[config.mk]
export PLATFORM = sky130hd
export DESIGN_NAME = integer_alu_decimal_printer
export DESIGN_NICKNAME = d
export VERILOG_FILES = /design/src/iadp_pkg.sv /design/src/iadp_front.sv /design/src/iadp_queue.sv /design/src/iadp_exec.sv /design/src/iadp_print.sv /design/src/integer_alu_decimal_printer.sv
export SDC_FILE = /design/constraint.sdc
export NUM_CORES = 1
export LEC_CHECK = 0
export BUFFER_PORTS_ARGS = -buffer_cell sky130_fd_sc_hd__buf_4
export CAP_MARGIN = 5
export CORE_MARGIN = 2
export CORE_UTILIZATION = 64
export CTS_CLUSTER_SIZE = 25
export DETAILED_ROUTE_END_ITERATION = 7
export GPL_TIMING_DRIVEN = 0
export PLACE_DENSITY_LB_ADDON = 0.08
export SLEW_MARGIN = 20
export SYNTH_ARGS = -nofsm -noshare
export SYNTH_HDL_FRONTEND = slang
export SYNTH_SLANG_ARGS = --single-unit
export TNS_END_PERCENT = 50
[constraint.sdc]
create_clock -name clk -period 7.3 [get_ports clk]
set_input_delay 1.095 -clock clk [delete_from_list [all_inputs] [get_ports clk]]
set_output_delay 1.095 -clock clk [all_outputs]
set_load 0.03 [all_outputs]
[src/iadp_pkg.sv]
// Package for the integer ALU with decimal text output.
// Holds the transaction structs, operation kinds, character codes and fixed messages.
// Has no dependencies.
`timescale 1ns / 1ps

package iadp_pkg;

    typedef struct packed {
        logic signed [31:0] operand_a;
        logic signed [31:0] operand_b;
        logic [7:0]         action;
    } in_item_t;

    typedef struct packed {
        logic [7:0] text_char;
        logic       last;
        logic [1:0] status;
    } out_item_t;

    typedef enum logic [2:0] {
        K_ADD  = 3'd0,
        K_SUB  = 3'd1,
        K_MUL  = 3'd2,
        K_DIV  = 3'd3,
        K_MOD  = 3'd4,
        K_DIV0 = 3'd5,
        K_MOD0 = 3'd6,
        K_UNK  = 3'd7
    } kind_t;

    typedef enum logic [1:0] {
        PM_NUM  = 2'd0,
        PM_DIV0 = 2'd1,
        PM_MOD0 = 2'd2,
        PM_UNK  = 2'd3
    } pmode_t;

    localparam logic [1:0] ST_OK   = 2'd0;
    localparam logic [1:0] ST_DIV0 = 2'd1;
    localparam logic [1:0] ST_MOD0 = 2'd2;
    localparam logic [1:0] ST_UNK  = 2'd3;

    localparam logic [7:0] CH_PLUS  = 8'h2B;
    localparam logic [7:0] CH_MINUS = 8'h2D;
    localparam logic [7:0] CH_STAR  = 8'h2A;
    localparam logic [7:0] CH_SLASH = 8'h2F;
    localparam logic [7:0] CH_PCT   = 8'h25;
    localparam logic [7:0] CH_ZERO  = 8'h30;
    localparam logic [7:0] CH_NL    = 8'h0A;

    localparam int MSG_PW   = 5;
    localparam int DIV0_LEN = 23;
    localparam int MOD0_LEN = 21;
    localparam logic [8*DIV0_LEN-1:0] MSG_DIV0 = "Stop : division by zero";
    localparam logic [8*MOD0_LEN-1:0] MSG_MOD0 = "Stop : modulo by zero";

    function automatic logic [7:0] msg_char(input logic mod_sel, input logic [MSG_PW-1:0] idx);
        logic [7:0] c;
        c = 8'h00;
        if (!mod_sel)
        begin
            if (idx < MSG_PW'(DIV0_LEN))
                c = MSG_DIV0[8*(DIV0_LEN-1-int'(idx)) +: 8];
        end
        else
        begin
            if (idx < MSG_PW'(MOD0_LEN))
                c = MSG_MOD0[8*(MOD0_LEN-1-int'(idx)) +: 8];
        end
        return c;
    endfunction

endpackage

[src/iadp_front.sv]
// Front stage: accepts input transactions, sizes the operands and classifies the operator.
// Depends on iadp_pkg.
`timescale 1ns / 1ps

module iadp_front #(
    parameter int DATA_WIDTH = 32
) (
    input  logic                  clk,
    input  logic                  rst_n,
    input  logic                  in_valid,
    output logic                  in_ready,
    input  iadp_pkg::in_item_t    in_data,
    output logic                  cls_valid,
    input  logic                  cls_ready,
    output iadp_pkg::kind_t       cls_kind,
    output logic [DATA_WIDTH-1:0] cls_a,
    output logic [DATA_WIDTH-1:0] cls_b
);
    import iadp_pkg::*;

    logic                  vld_reg;
    logic                  vld_next;
    kind_t                 kind_reg;
    kind_t                 kind_next;
    logic [DATA_WIDTH-1:0] a_reg;
    logic [DATA_WIDTH-1:0] b_reg;
    logic [DATA_WIDTH-1:0] a_next;
    logic [DATA_WIDTH-1:0] b_next;
    logic                  take;
    logic                  b_zero;

    assign in_ready = !vld_reg || cls_ready;
    assign take     = in_valid && in_ready;

    assign a_next = DATA_WIDTH'(in_data.operand_a);
    assign b_next = DATA_WIDTH'(in_data.operand_b);
    assign b_zero = (b_next == '0);

    always_comb
    begin
        case (in_data.action)
            CH_PLUS:  kind_next = K_ADD;
            CH_MINUS: kind_next = K_SUB;
            CH_STAR:  kind_next = K_MUL;
            CH_SLASH: kind_next = b_zero ? K_DIV0 : K_DIV;
            CH_PCT:   kind_next = b_zero ? K_MOD0 : K_MOD;
            default:  kind_next = K_UNK;
        endcase
    end

    always_comb
    begin
        vld_next = vld_reg;
        if (take)
            vld_next = 1'b1;
        else if (cls_ready)
            vld_next = 1'b0;
    end

    always_ff @(posedge clk or negedge rst_n)
    begin
        if (!rst_n)
            vld_reg <= 1'b0;
        else
            vld_reg <= vld_next;
    end

    always_ff @(posedge clk)
    begin
        if (take)
        begin
            kind_reg <= kind_next;
            a_reg    <= a_next;
            b_reg    <= b_next;
        end
    end

    assign cls_valid = vld_reg;
    assign cls_kind  = kind_reg;
    assign cls_a     = a_reg;
    assign cls_b     = b_reg;

endmodule

[src/iadp_queue.sv]
// Short queue between the front stage and the execution unit.
// Depends on nothing.
`timescale 1ns / 1ps

module iadp_queue #(
    parameter int WIDTH = 8,
    parameter int DEPTH = 2
) (
    input  logic             clk,
    input  logic             rst_n,
    input  logic             push_valid,
    output logic             push_ready,
    input  logic [WIDTH-1:0] push_data,
    output logic             pop_valid,
    input  logic             pop_ready,
    output logic [WIDTH-1:0] pop_data
);
    localparam int PW = (DEPTH > 1) ? $clog2(DEPTH) : 1;
    localparam int CW = $clog2(DEPTH + 1);

    logic [WIDTH-1:0] mem_reg [DEPTH];
    logic [PW-1:0]    wptr_reg;
    logic [PW-1:0]    wptr_next;
    logic [PW-1:0]    rptr_reg;
    logic [PW-1:0]    rptr_next;
    logic [CW-1:0]    cnt_reg;
    logic [CW-1:0]    cnt_next;
    logic             push;
    logic             pop;

    assign push_ready = (cnt_reg != CW'(DEPTH));
    assign pop_valid  = (cnt_reg != '0);
    assign push       = push_valid && push_ready;
    assign pop        = pop_valid && pop_ready;
    assign pop_data   = mem_reg[rptr_reg];

    always_comb
    begin
        wptr_next = wptr_reg;
        rptr_next = rptr_reg;
        cnt_next  = cnt_reg;
        if (push)
            wptr_next = (wptr_reg == PW'(DEPTH-1)) ? '0 : wptr_reg + 1'b1;
        if (pop)
            rptr_next = (rptr_reg == PW'(DEPTH-1)) ? '0 : rptr_reg + 1'b1;
        if (push && !pop)
            cnt_next = cnt_reg + 1'b1;
        else if (pop && !push)
            cnt_next = cnt_reg - 1'b1;
    end

    always_ff @(posedge clk or negedge rst_n)
    begin
        if (!rst_n)
        begin
            wptr_reg <= '0;
            rptr_reg <= '0;
            cnt_reg  <= '0;
        end
        else
        begin
            wptr_reg <= wptr_next;
            rptr_reg <= rptr_next;
            cnt_reg  <= cnt_next;
        end
    end

    always_ff @(posedge clk)
    begin
        if (push)
            mem_reg[wptr_reg] <= push_data;
    end

endmodule

[src/iadp_exec.sv]
// Execution unit: add and subtract, shift-add multiply, restoring divide.
// Depends on iadp_pkg.
`timescale 1ns / 1ps

module iadp_exec #(
    parameter int DATA_WIDTH = 32
) (
    input  logic                  clk,
    input  logic                  rst_n,
    input  logic                  cmd_valid,
    output logic                  cmd_ready,
    input  iadp_pkg::kind_t       cmd_kind,
    input  logic [DATA_WIDTH-1:0] cmd_a,
    input  logic [DATA_WIDTH-1:0] cmd_b,
    output logic                  res_valid,
    input  logic                  res_ready,
    output iadp_pkg::pmode_t      res_mode,
    output logic [DATA_WIDTH-1:0] res_value
);
    import iadp_pkg::*;

    localparam int W     = DATA_WIDTH;
    localparam int CNT_W = $clog2(DATA_WIDTH);

    typedef enum logic [4:0] {
        E_IDLE = 5'b00001,
        E_MUL  = 5'b00010,
        E_DIV  = 5'b00100,
        E_SIGN = 5'b01000,
        E_DONE = 5'b10000
    } estate_t;

    estate_t          state_reg;
    estate_t          state_next;
    logic [CNT_W-1:0] cnt_reg;
    logic [CNT_W-1:0] cnt_next;
    logic [W-1:0]     acc_reg;
    logic [W-1:0]     acc_next;
    logic [W-1:0]     x_reg;
    logic [W-1:0]     x_next;
    logic [W-1:0]     y_reg;
    logic [W-1:0]     y_next;
    logic             neg_reg;
    logic             neg_next;
    logic             mod_reg;
    logic             mod_next;
    pmode_t           mode_reg;
    pmode_t           mode_next;
    logic             take;
    logic             last_step;
    logic [W-1:0]     mag_a;
    logic [W-1:0]     mag_b;
    logic [W:0]       rem_sh;
    logic [W:0]       diff;
    logic [W-1:0]     pick;

    assign cmd_ready = (state_reg == E_IDLE);
    assign take      = cmd_valid && cmd_ready;
    assign last_step = (cnt_reg == CNT_W'(DATA_WIDTH-1));
    assign mag_a     = cmd_a[W-1] ? (W'(0) - cmd_a) : cmd_a;
    assign mag_b     = cmd_b[W-1] ? (W'(0) - cmd_b) : cmd_b;
    assign rem_sh    = {acc_reg, x_reg[W-1]};
    assign diff      = rem_sh - {1'b0, y_reg};
    assign pick      = mod_reg ? acc_reg : x_reg;

    always_comb
    begin
        state_next = state_reg;
        cnt_next   = cnt_reg;
        acc_next   = acc_reg;
        x_next     = x_reg;
        y_next     = y_reg;
        neg_next   = neg_reg;
        mod_next   = mod_reg;
        mode_next  = mode_reg;
        case (state_reg)
            E_IDLE:
            begin
                if (take)
                begin
                    cnt_next  = '0;
                    mode_next = PM_NUM;
                    case (cmd_kind)
                        K_ADD:
                        begin
                            acc_next   = cmd_a + cmd_b;
                            state_next = E_DONE;
                        end
                        K_SUB:
                        begin
                            acc_next   = cmd_a - cmd_b;
                            state_next = E_DONE;
                        end
                        K_MUL:
                        begin
                            acc_next   = '0;
                            x_next     = cmd_a;
                            y_next     = cmd_b;
                            state_next = E_MUL;
                        end
                        K_DIV, K_MOD:
                        begin
                            acc_next   = '0;
                            x_next     = mag_a;
                            y_next     = mag_b;
                            mod_next   = (cmd_kind == K_MOD);
                            neg_next   = (cmd_kind == K_MOD) ? cmd_a[W-1]
                                                             : (cmd_a[W-1] ^ cmd_b[W-1]);
                            state_next = E_DIV;
                        end
                        K_DIV0:
                        begin
                            mode_next  = PM_DIV0;
                            state_next = E_DONE;
                        end
                        K_MOD0:
                        begin
                            mode_next  = PM_MOD0;
                            state_next = E_DONE;
                        end
                        default:
                        begin
                            mode_next  = PM_UNK;
                            state_next = E_DONE;
                        end
                    endcase
                end
            end
            E_MUL:
            begin
                if (y_reg[0])
                    acc_next = acc_reg + x_reg;
                x_next   = {x_reg[W-2:0], 1'b0};
                y_next   = {1'b0, y_reg[W-1:1]};
                cnt_next = cnt_reg + 1'b1;
                if (last_step)
                    state_next = E_DONE;
            end
            E_DIV:
            begin
                if (!diff[W])
                begin
                    acc_next = diff[W-1:0];
                    x_next   = {x_reg[W-2:0], 1'b1};
                end
                else
                begin
                    acc_next = rem_sh[W-1:0];
                    x_next   = {x_reg[W-2:0], 1'b0};
                end
                cnt_next = cnt_reg + 1'b1;
                if (last_step)
                    state_next = E_SIGN;
            end
            E_SIGN:
            begin
                acc_next   = neg_reg ? (W'(0) - pick) : pick;
                state_next = E_DONE;
            end
            E_DONE:
            begin
                if (res_ready)
                    state_next = E_IDLE;
            end
            default:
            begin
                state_next = E_IDLE;
            end
        endcase
    end

    always_ff @(posedge clk or negedge rst_n)
    begin
        if (!rst_n)
        begin
            state_reg <= E_IDLE;
            cnt_reg   <= '0;
        end
        else
        begin
            state_reg <= state_next;
            cnt_reg   <= cnt_next;
        end
    end

    always_ff @(posedge clk)
    begin
        acc_reg  <= acc_next;
        x_reg    <= x_next;
        y_reg    <= y_next;
        neg_reg  <= neg_next;
        mod_reg  <= mod_next;
        mode_reg <= mode_next;
    end

    assign res_valid = (state_reg == E_DONE);
    assign res_mode  = mode_reg;
    assign res_value = acc_reg;

endmodule

[src/iadp_print.sv]
// Printer: double-dabble conversion to decimal digits, sent as one character per output transaction.
// Depends on iadp_pkg.
`timescale 1ns / 1ps

module iadp_print #(
    parameter int DATA_WIDTH = 32
) (
    input  logic                  clk,
    input  logic                  rst_n,
    input  logic                  res_valid,
    output logic                  res_ready,
    input  iadp_pkg::pmode_t      res_mode,
    input  logic [DATA_WIDTH-1:0] res_value,
    output logic                  out_valid,
    input  logic                  out_ready,
    output iadp_pkg::out_item_t   out_data
);
    import iadp_pkg::*;

    localparam int W      = DATA_WIDTH;
    localparam int CNT_W  = $clog2(DATA_WIDTH);
    localparam int DIGITS = (DATA_WIDTH * 30103) / 100000 + 1;
    localparam int DIG_IW = $clog2(DIGITS);

    typedef enum logic [7:0] {
        P_IDLE  = 8'b00000001,
        P_CONV  = 8'b00000010,
        P_SKIP  = 8'b00000100,
        P_SIGN  = 8'b00001000,
        P_DIGIT = 8'b00010000,
        P_MSG   = 8'b00100000,
        P_UNK   = 8'b01000000,
        P_NL    = 8'b10000000
    } pstate_t;

    pstate_t           state_reg;
    pstate_t           state_next;
    logic [CNT_W-1:0]  cnt_reg;
    logic [CNT_W-1:0]  cnt_next;
    logic [MSG_PW-1:0] ptr_reg;
    logic [MSG_PW-1:0] ptr_next;
    logic [W-1:0]      bin_reg;
    logic [W-1:0]      bin_next;
    logic [3:0]        digit_reg [DIGITS];
    logic [3:0]        digit_next [DIGITS];
    logic [3:0]        adj [DIGITS];
    logic              neg_reg;
    logic              neg_next;
    logic              mod_reg;
    logic              mod_next;
    logic [1:0]        st_reg;
    logic [1:0]        st_next;
    logic              out_valid_reg;
    logic              out_valid_next;
    out_item_t         out_reg;
    out_item_t         out_next;
    logic              out_free;
    logic              take;
    logic [3:0]        cur_digit;
    logic [MSG_PW-1:0] msg_last;

    assign res_ready = (state_reg == P_IDLE);
    assign take      = res_valid && res_ready;
    assign out_free  = !out_valid_reg || out_ready;
    assign cur_digit = digit_reg[ptr_reg[DIG_IW-1:0]];
    assign msg_last  = mod_reg ? MSG_PW'(MOD0_LEN - 1) : MSG_PW'(DIV0_LEN - 1);

    always_comb
    begin
        for (int i = 0; i < DIGITS; i++)
            adj[i] = (digit_reg[i] >= 4'd5) ? (digit_reg[i] + 4'd3) : digit_reg[i];
    end

    always_comb
    begin
        state_next     = state_reg;
        cnt_next       = cnt_reg;
        ptr_next       = ptr_reg;
        bin_next       = bin_reg;
        neg_next       = neg_reg;
        mod_next       = mod_reg;
        st_next        = st_reg;
        out_valid_next = out_valid_reg && !out_ready;
        out_next       = out_reg;
        for (int i = 0; i < DIGITS; i++)
            digit_next[i] = digit_reg[i];
        case (state_reg)
            P_IDLE:
            begin
                if (take)
                begin
                    cnt_next = '0;
                    ptr_next = '0;
                    case (res_mode)
                        PM_NUM:
                        begin
                            neg_next = res_value[W-1];
                            bin_next = res_value[W-1] ? (W'(0) - res_value) : res_value;
                            for (int i = 0; i < DIGITS; i++)
                                digit_next[i] = 4'd0;
                            st_next    = ST_OK;
                            state_next = P_CONV;
                        end
                        PM_DIV0:
                        begin
                            mod_next   = 1'b0;
                            st_next    = ST_DIV0;
                            state_next = P_MSG;
                        end
                        PM_MOD0:
                        begin
                            mod_next   = 1'b1;
                            st_next    = ST_MOD0;
                            state_next = P_MSG;
                        end
                        default:
                        begin
                            st_next    = ST_UNK;
                            state_next = P_UNK;
                        end
                    endcase
                end
            end
            P_CONV:
            begin
                digit_next[0] = {adj[0][2:0], bin_reg[W-1]};
                for (int i = 1; i < DIGITS; i++)
                    digit_next[i] = {adj[i][2:0], adj[i-1][3]};
                bin_next = {bin_reg[W-2:0], 1'b0};
                cnt_next = cnt_reg + 1'b1;
                if (cnt_reg == CNT_W'(DATA_WIDTH-1))
                begin
                    ptr_next   = MSG_PW'(DIGITS - 1);
                    state_next = P_SKIP;
                end
            end
            P_SKIP:
            begin
                if (cur_digit == 4'd0 && ptr_reg != '0)
                    ptr_next = ptr_reg - 1'b1;
                else
                    state_next = neg_reg ? P_SIGN : P_DIGIT;
            end
            P_SIGN:
            begin
                if (out_free)
                begin
                    out_valid_next = 1'b1;
                    out_next       = '{text_char: CH_MINUS, last: 1'b0, status: st_reg};
                    state_next     = P_DIGIT;
                end
            end
            P_DIGIT:
            begin
                if (out_free)
                begin
                    out_valid_next = 1'b1;
                    out_next       = '{text_char: CH_ZERO + {4'h0, cur_digit},
                                       last: 1'b0, status: st_reg};
                    if (ptr_reg == '0)
                        state_next = P_NL;
                    else
                        ptr_next = ptr_reg - 1'b1;
                end
            end
            P_MSG:
            begin
                if (out_free)
                begin
                    out_valid_next = 1'b1;
                    out_next       = '{text_char: msg_char(mod_reg, ptr_reg),
                                       last: 1'b0, status: st_reg};
                    if (ptr_reg == msg_last)
                        state_next = P_NL;
                    else
                        ptr_next = ptr_reg + 1'b1;
                end
            end
            P_UNK:
            begin
                if (out_free)
                begin
                    out_valid_next = 1'b1;
                    out_next       = '{text_char: CH_ZERO, last: 1'b0, status: st_reg};
                    state_next     = P_NL;
                end
            end
            P_NL:
            begin
                if (out_free)
                begin
                    out_valid_next = 1'b1;
                    out_next       = '{text_char: CH_NL, last: 1'b1, status: st_reg};
                    state_next     = P_IDLE;
                end
            end
            default:
            begin
                state_next = P_IDLE;
            end
        endcase
    end

    always_ff @(posedge clk or negedge rst_n)
    begin
        if (!rst_n)
        begin
            state_reg     <= P_IDLE;
            cnt_reg       <= '0;
            ptr_reg       <= '0;
            out_valid_reg <= 1'b0;
        end
        else
        begin
            state_reg     <= state_next;
            cnt_reg       <= cnt_next;
            ptr_reg       <= ptr_next;
            out_valid_reg <= out_valid_next;
        end
    end

    always_ff @(posedge clk)
    begin
        bin_reg <= bin_next;
        neg_reg <= neg_next;
        mod_reg <= mod_next;
        st_reg  <= st_next;
        out_reg <= out_next;
        for (int i = 0; i < DIGITS; i++)
            digit_reg[i] <= digit_next[i];
    end

    assign out_valid = out_valid_reg;
    assign out_data  = out_reg;

endmodule

[src/integer_alu_decimal_printer.sv]
// Top level of the integer ALU with decimal text output.
// Instantiates iadp_front, iadp_queue, iadp_exec and iadp_print; depends on iadp_pkg.
//
// Each input transaction carries two signed operands and an ASCII operator and yields a run
// of ASCII characters closed by a newline marked last. The front stage classifies the
// operator and feeds a short queue; the execution unit then computes add and subtract
// directly and runs multiply and divide in its shared shift-add / restoring loop, with a
// sign step after divide and modulo. The printer runs a double-dabble conversion, skips
// leading zeros at one digit a cycle and sends one character a cycle while the output
// accepts it. Since execution of the next transaction overlaps printing, the printer sets
// the sustained rate.
`timescale 1ns / 1ps

module integer_alu_decimal_printer #(
    parameter int DATA_WIDTH  = 32,
    parameter int QUEUE_DEPTH = 2
) (
    input  logic                clk,
    input  logic                rst_n,
    input  logic                in_valid,
    output logic                in_ready,
    input  iadp_pkg::in_item_t  in_data,
    output logic                out_valid,
    input  logic                out_ready,
    output iadp_pkg::out_item_t out_data
);
    import iadp_pkg::*;

    localparam int KW = $bits(kind_t);
    localparam int QW = KW + 2 * DATA_WIDTH;

    logic                  cls_valid;
    logic                  cls_ready;
    kind_t                 cls_kind;
    logic [DATA_WIDTH-1:0] cls_a;
    logic [DATA_WIDTH-1:0] cls_b;
    logic [QW-1:0]         q_push_data;
    logic                  q_valid;
    logic                  q_ready;
    logic [QW-1:0]         q_data;
    logic                  res_valid;
    logic                  res_ready;
    pmode_t                res_mode;
    logic [DATA_WIDTH-1:0] res_value;

    assign q_push_data = {cls_kind, cls_a, cls_b};

    iadp_front #(
        .DATA_WIDTH (DATA_WIDTH)
    ) u_front (
        .clk       (clk),
        .rst_n     (rst_n),
        .in_valid  (in_valid),
        .in_ready  (in_ready),
        .in_data   (in_data),
        .cls_valid (cls_valid),
        .cls_ready (cls_ready),
        .cls_kind  (cls_kind),
        .cls_a     (cls_a),
        .cls_b     (cls_b)
    );

    iadp_queue #(
        .WIDTH (QW),
        .DEPTH (QUEUE_DEPTH)
    ) u_queue (
        .clk        (clk),
        .rst_n      (rst_n),
        .push_valid (cls_valid),
        .push_ready (cls_ready),
        .push_data  (q_push_data),
        .pop_valid  (q_valid),
        .pop_ready  (q_ready),
        .pop_data   (q_data)
    );

    iadp_exec #(
        .DATA_WIDTH (DATA_WIDTH)
    ) u_exec (
        .clk       (clk),
        .rst_n     (rst_n),
        .cmd_valid (q_valid),
        .cmd_ready (q_ready),
        .cmd_kind  (kind_t'(q_data[QW-1 -: KW])),
        .cmd_a     (q_data[2*DATA_WIDTH-1 -: DATA_WIDTH]),
        .cmd_b     (q_data[DATA_WIDTH-1:0]),
        .res_valid (res_valid),
        .res_ready (res_ready),
        .res_mode  (res_mode),
        .res_value (res_value)
    );

    iadp_print #(
        .DATA_WIDTH (DATA_WIDTH)
    ) u_print (
        .clk       (clk),
        .rst_n     (rst_n),
        .res_valid (res_valid),
        .res_ready (res_ready),
        .res_mode  (res_mode),
        .res_value (res_value),
        .out_valid (out_valid),
        .out_ready (out_ready),
        .out_data  (out_data)
    );

endmodule

==> metrics.md <==
| Metric | Value |
|---|---|
| Number of failing setup endpoints in the final timing report | 0 |
| Flop and latch count out of synthesis | 421 |
| Synthesized cell area | 0.0277 sq mm |
| CTS root buf | clkbuf_16 |
| Maxcap violations | 0 |
| Initial drt markers | 2494 |
| Number of antenna violations at the first check in global routing | 1 |
| Routability-driven placement congestion ratio | 1.01 |
| Starting utilization of the core area | 0.647 |
| Library cells used by synthesis | 98 |
| CP Capture Type | flip-flop |
| Type of the tightest min-delay check | flip-flop to flip-flop |
| Total number of placement rows | 76 |
| Maximum clock skew at final layout | 0.0349 ns |
| Overall die width | 212 um |
| Post-CTS clock slew at the launch and capture registers of the worst setup and hold paths | 0.07 ns |
| # IOs | 89 |
| Count of input and output buffers | 87 |
| Critical path arrival | 7.07 ns |
| Total wire length after detailed routing | 79700 um |
| Pin count of the biggest net entering global routing | 63 |
| Main combinational cell family by area after synthesis | compound AO/OA/AOI/OAI gates |
| Critical R2R Launch | u_queue.rptr_reg |
| Max FFs per register | 134 |
| Fin. max-slew vios | 0 |
| Capturing element of the worst setup path | u_exec.res_value[27] |
| Antenna Violating Nets Remaining | 0 |
| Net count of the finished layout | 3166 |
| Dominant cells by area after synthesis | edfxtp_1 (42%), ha_1 (6.0%), xnor2_1 (4.6%) |
| Die boundary height | 212 um |
| CTS H-tree lvls | 2 |
| Number of setup buffers added after CTS | 0 |
| Critical-path maximum fanout | 19 |
| Setup CP Type | flip-flop to flip-flop |
| Placed Cells incl. Taps | 3494 |
| Post-synthesis adder-cell area fraction | 0.0637 |
| Signed area change from the synthesized netlist to the final layout | 11.3% |
| Startpoint type of the worst setup path | flip-flop |
| Fraction of layout instances using a drive strength above 1 | 0.0864 |
| Number of synthesized flops with an enable pin | 387 |
| Most common library cells after synthesis | edfxtp_1 (387), nand2_1 (274), nor2_1 (254) |
| Quantity of hold-fixing buffers added after cts | 0 |
| Sequential fraction of the synthesis area | 0.450 |
| RSZ-0062 raised after global routing | false |
| WL per Instance | 22.3 um |
| Fin crit period | 6.76 ns |
| CTS Buffer Depth | 3 |
| Final worst-path cycle share | 0.927 |
| R2r worst-path depth | 23 |
| Synth Area in XOR/XNOR | 0.0843 |
| Worst-Skew Late Latency | 0.61 ns |
| Result of the run | complete, no violations |
| Start point of the critical path | u_queue.rptr_reg |
| Top-count cell post-synth | edfxtp_1 |
| Synthesized-area fraction occupied by ao, oa, aoi and oai cells | 0.162 |
| Most used flip-flop cell after synthesis | edfxtp_1 |
| Worst flop-to-flop path endpoint | u_exec.res_value[27] |
| TritonCTS clock tree | built |
| Slew @ Worst Pin | 0.955 ns |
| Total global-route track usage | 0.354 |
| Core area | 0.0429 sq mm |
| Global-route congestion overflow total | 0 |
| Flop-to-flop setup slack | 0.54 ns |
| Worst Path Required | 7.60 ns |
| Max frequency | 148 MHz |
| Multiplexer share of the synthesized area | 0.0551 |
| First-pass GRT wire length | 121000 um |
| DP HPWL | 61900 um |
| Post-synthesis average cell area | 9.86 sq um |
| Residual DRC | 0 |
| Area of the die | 0.0450 sq mm |
| Ratio of routed vias to standard cells | 6.45 |
| Rel. slew slack | 0.363 |
| Synthesis Warnings | 0 |
| Total clock buffers created by CTS | 44 |
| Net Count, Synth | 3027 |
| Synth Area in Simple Gates | 0.150 |
| Vias | 23000 |
| Area share of the largest cell type after synthesis | 0.419 |
| Largest area contributor in the netlist | edfxtp_1 |
| Vias in the first global route | 21600 |
| Count of endpoints failing hold in the final timing report | 0 |
| Ys async rst share | 0.0808 |
| Iteration count of the initial detailed-routing pass | 5 |
| Total clock sinks | 421 |
| Synthesized instance count | 2813 |
| Final std cells w/o fill | 3573 |
-- per-stage QoR --
step	cell area (sq um)	utilization	TNS, ns	setup slack (ns)	hold WS (ns)
3_5_place_dp	29400	0.685	-4.66	-0.690	0.430
2_1_floorplan	27700	-	0	1.14	0.400
4_1_cts	30800	0.719	0	0.00808	0.427
3_3_place_gp	29100	0.679	-3.21	-0.671	0.423
6_report	30900	0.720	0	0.536	0.434
5_1_grt	30900	0.720	0	0.112	0.448
-- timing repair --
action / CTS / global route
setup endpoints to repair: 13 / 13
pin swaps: 1 / 0
gates cloned: 0 / 0
gates resized for setup: 8 / 5
-- layer usage --
metal	part of all wire	global-route usage	vias to the layer above
li1	-	-	10700
met1	0.42	0.503	11000
met2	0.44	0.545	1207
met3	0.10	0.0629	156
met4	0.036	0.133	0
met5	0	0	-
-- worst max-delay path, stage by stage (launching register included) --
cell      delay [ns]
dfrtp_1         0.34
clkbuf_1        0.24
buf_4           0.35
buf_6           0.29
buf_4           0.27
buf_6           0.28
mux2i_2         0.38
ha_1            0.29
o21ai_1         0.13
or4_1           0.61
or4_1           0.48
nand2_1         0.11
xnor2_1         0.15
ha_1            0.27
clkbuf_1        0.19
a211oi_1        0.27
o21bai_1        0.14
a211oi_1        0.36
o31ai_2         0.12
a211oi_1        0.33
o31a_1          0.25
xnor2_1         0.13
a221oi_1        0.34
o211ai_1        0.15
-- cell usage in the layout (no fill, tap or decap), types with 24 or more instances in the layout --
cell | synthesis | routed
edfxtp_1 | 387 | 387
nand2_1 | 274 | 274
nor2_1 | 254 | 250
a21oi_1 | 204 | 203
o21ai_0 | 169 | 169
xnor2_1 | 146 | 146
ha_1 | 134 | 134
xor2_1 | 121 | 121
inv_1 | 118 | 118
clkbuf_1 | 104 | 111
mux2i_1 | 102 | 101
buf_4 | 4 | 90
o21ai_1 | 71 | 71
nor3_1 | 65 | 64
nand3_1 | 48 | 48
clkbuf_16 | 0 | 44
nand2b_1 | 41 | 41
a21o_1 | 34 | 34
dfrtp_1 | 32 | 32
nand4_1 | 26 | 26
mux2_2 | 25 | 25
a211oi_1 | 24 | 24
-- area by class of cell --
class	count	area, sq um
multi-input cells	2143	14400
flip-flops and latches	421	12500
fillers	3121	12000
clock buffers	52	1140
repair buffers	96	841
well taps	585	732
plain buffers	126	522
inverters	120	450
clock inverters	29	314
diodes	1	2.50
-- worst min path at each step --
stage | startpoint | end | slack [ns] | cells after the start
floorplan | u_print.st_reg[0] | u_print.out_data[0] | 0.40 | 0
finish | u_front.cls_b[12] | u_queue.mem_reg[0][12] | 0.43 | 0
global route | u_front.cls_b[12] | u_queue.mem_reg[0][12] | 0.45 | 0
global placement | u_front.cls_a[27] | u_queue.mem_reg[1][59] | 0.42 | 0
CTS | u_front.cls_b[12] | u_queue.mem_reg[0][12] | 0.43 | 0
detailed placement | u_front.cls_a[24] | u_queue.mem_reg[0][56] | 0.43 | 0
-- logic make-up after synthesis --
logic type | Yosys count
buffers and inverters | 249
xor gates and xnor gates | 267
adders and majority gates | 139
and+or+nand+nor | 870
AOI/OAI and AO/OA | 728
DFF | 421
muxes | 138
other | 1
Power is left out: the tool's default activity adds up to more than one toggle a clock period on the data nets, which glitch-free logic cannot reach.
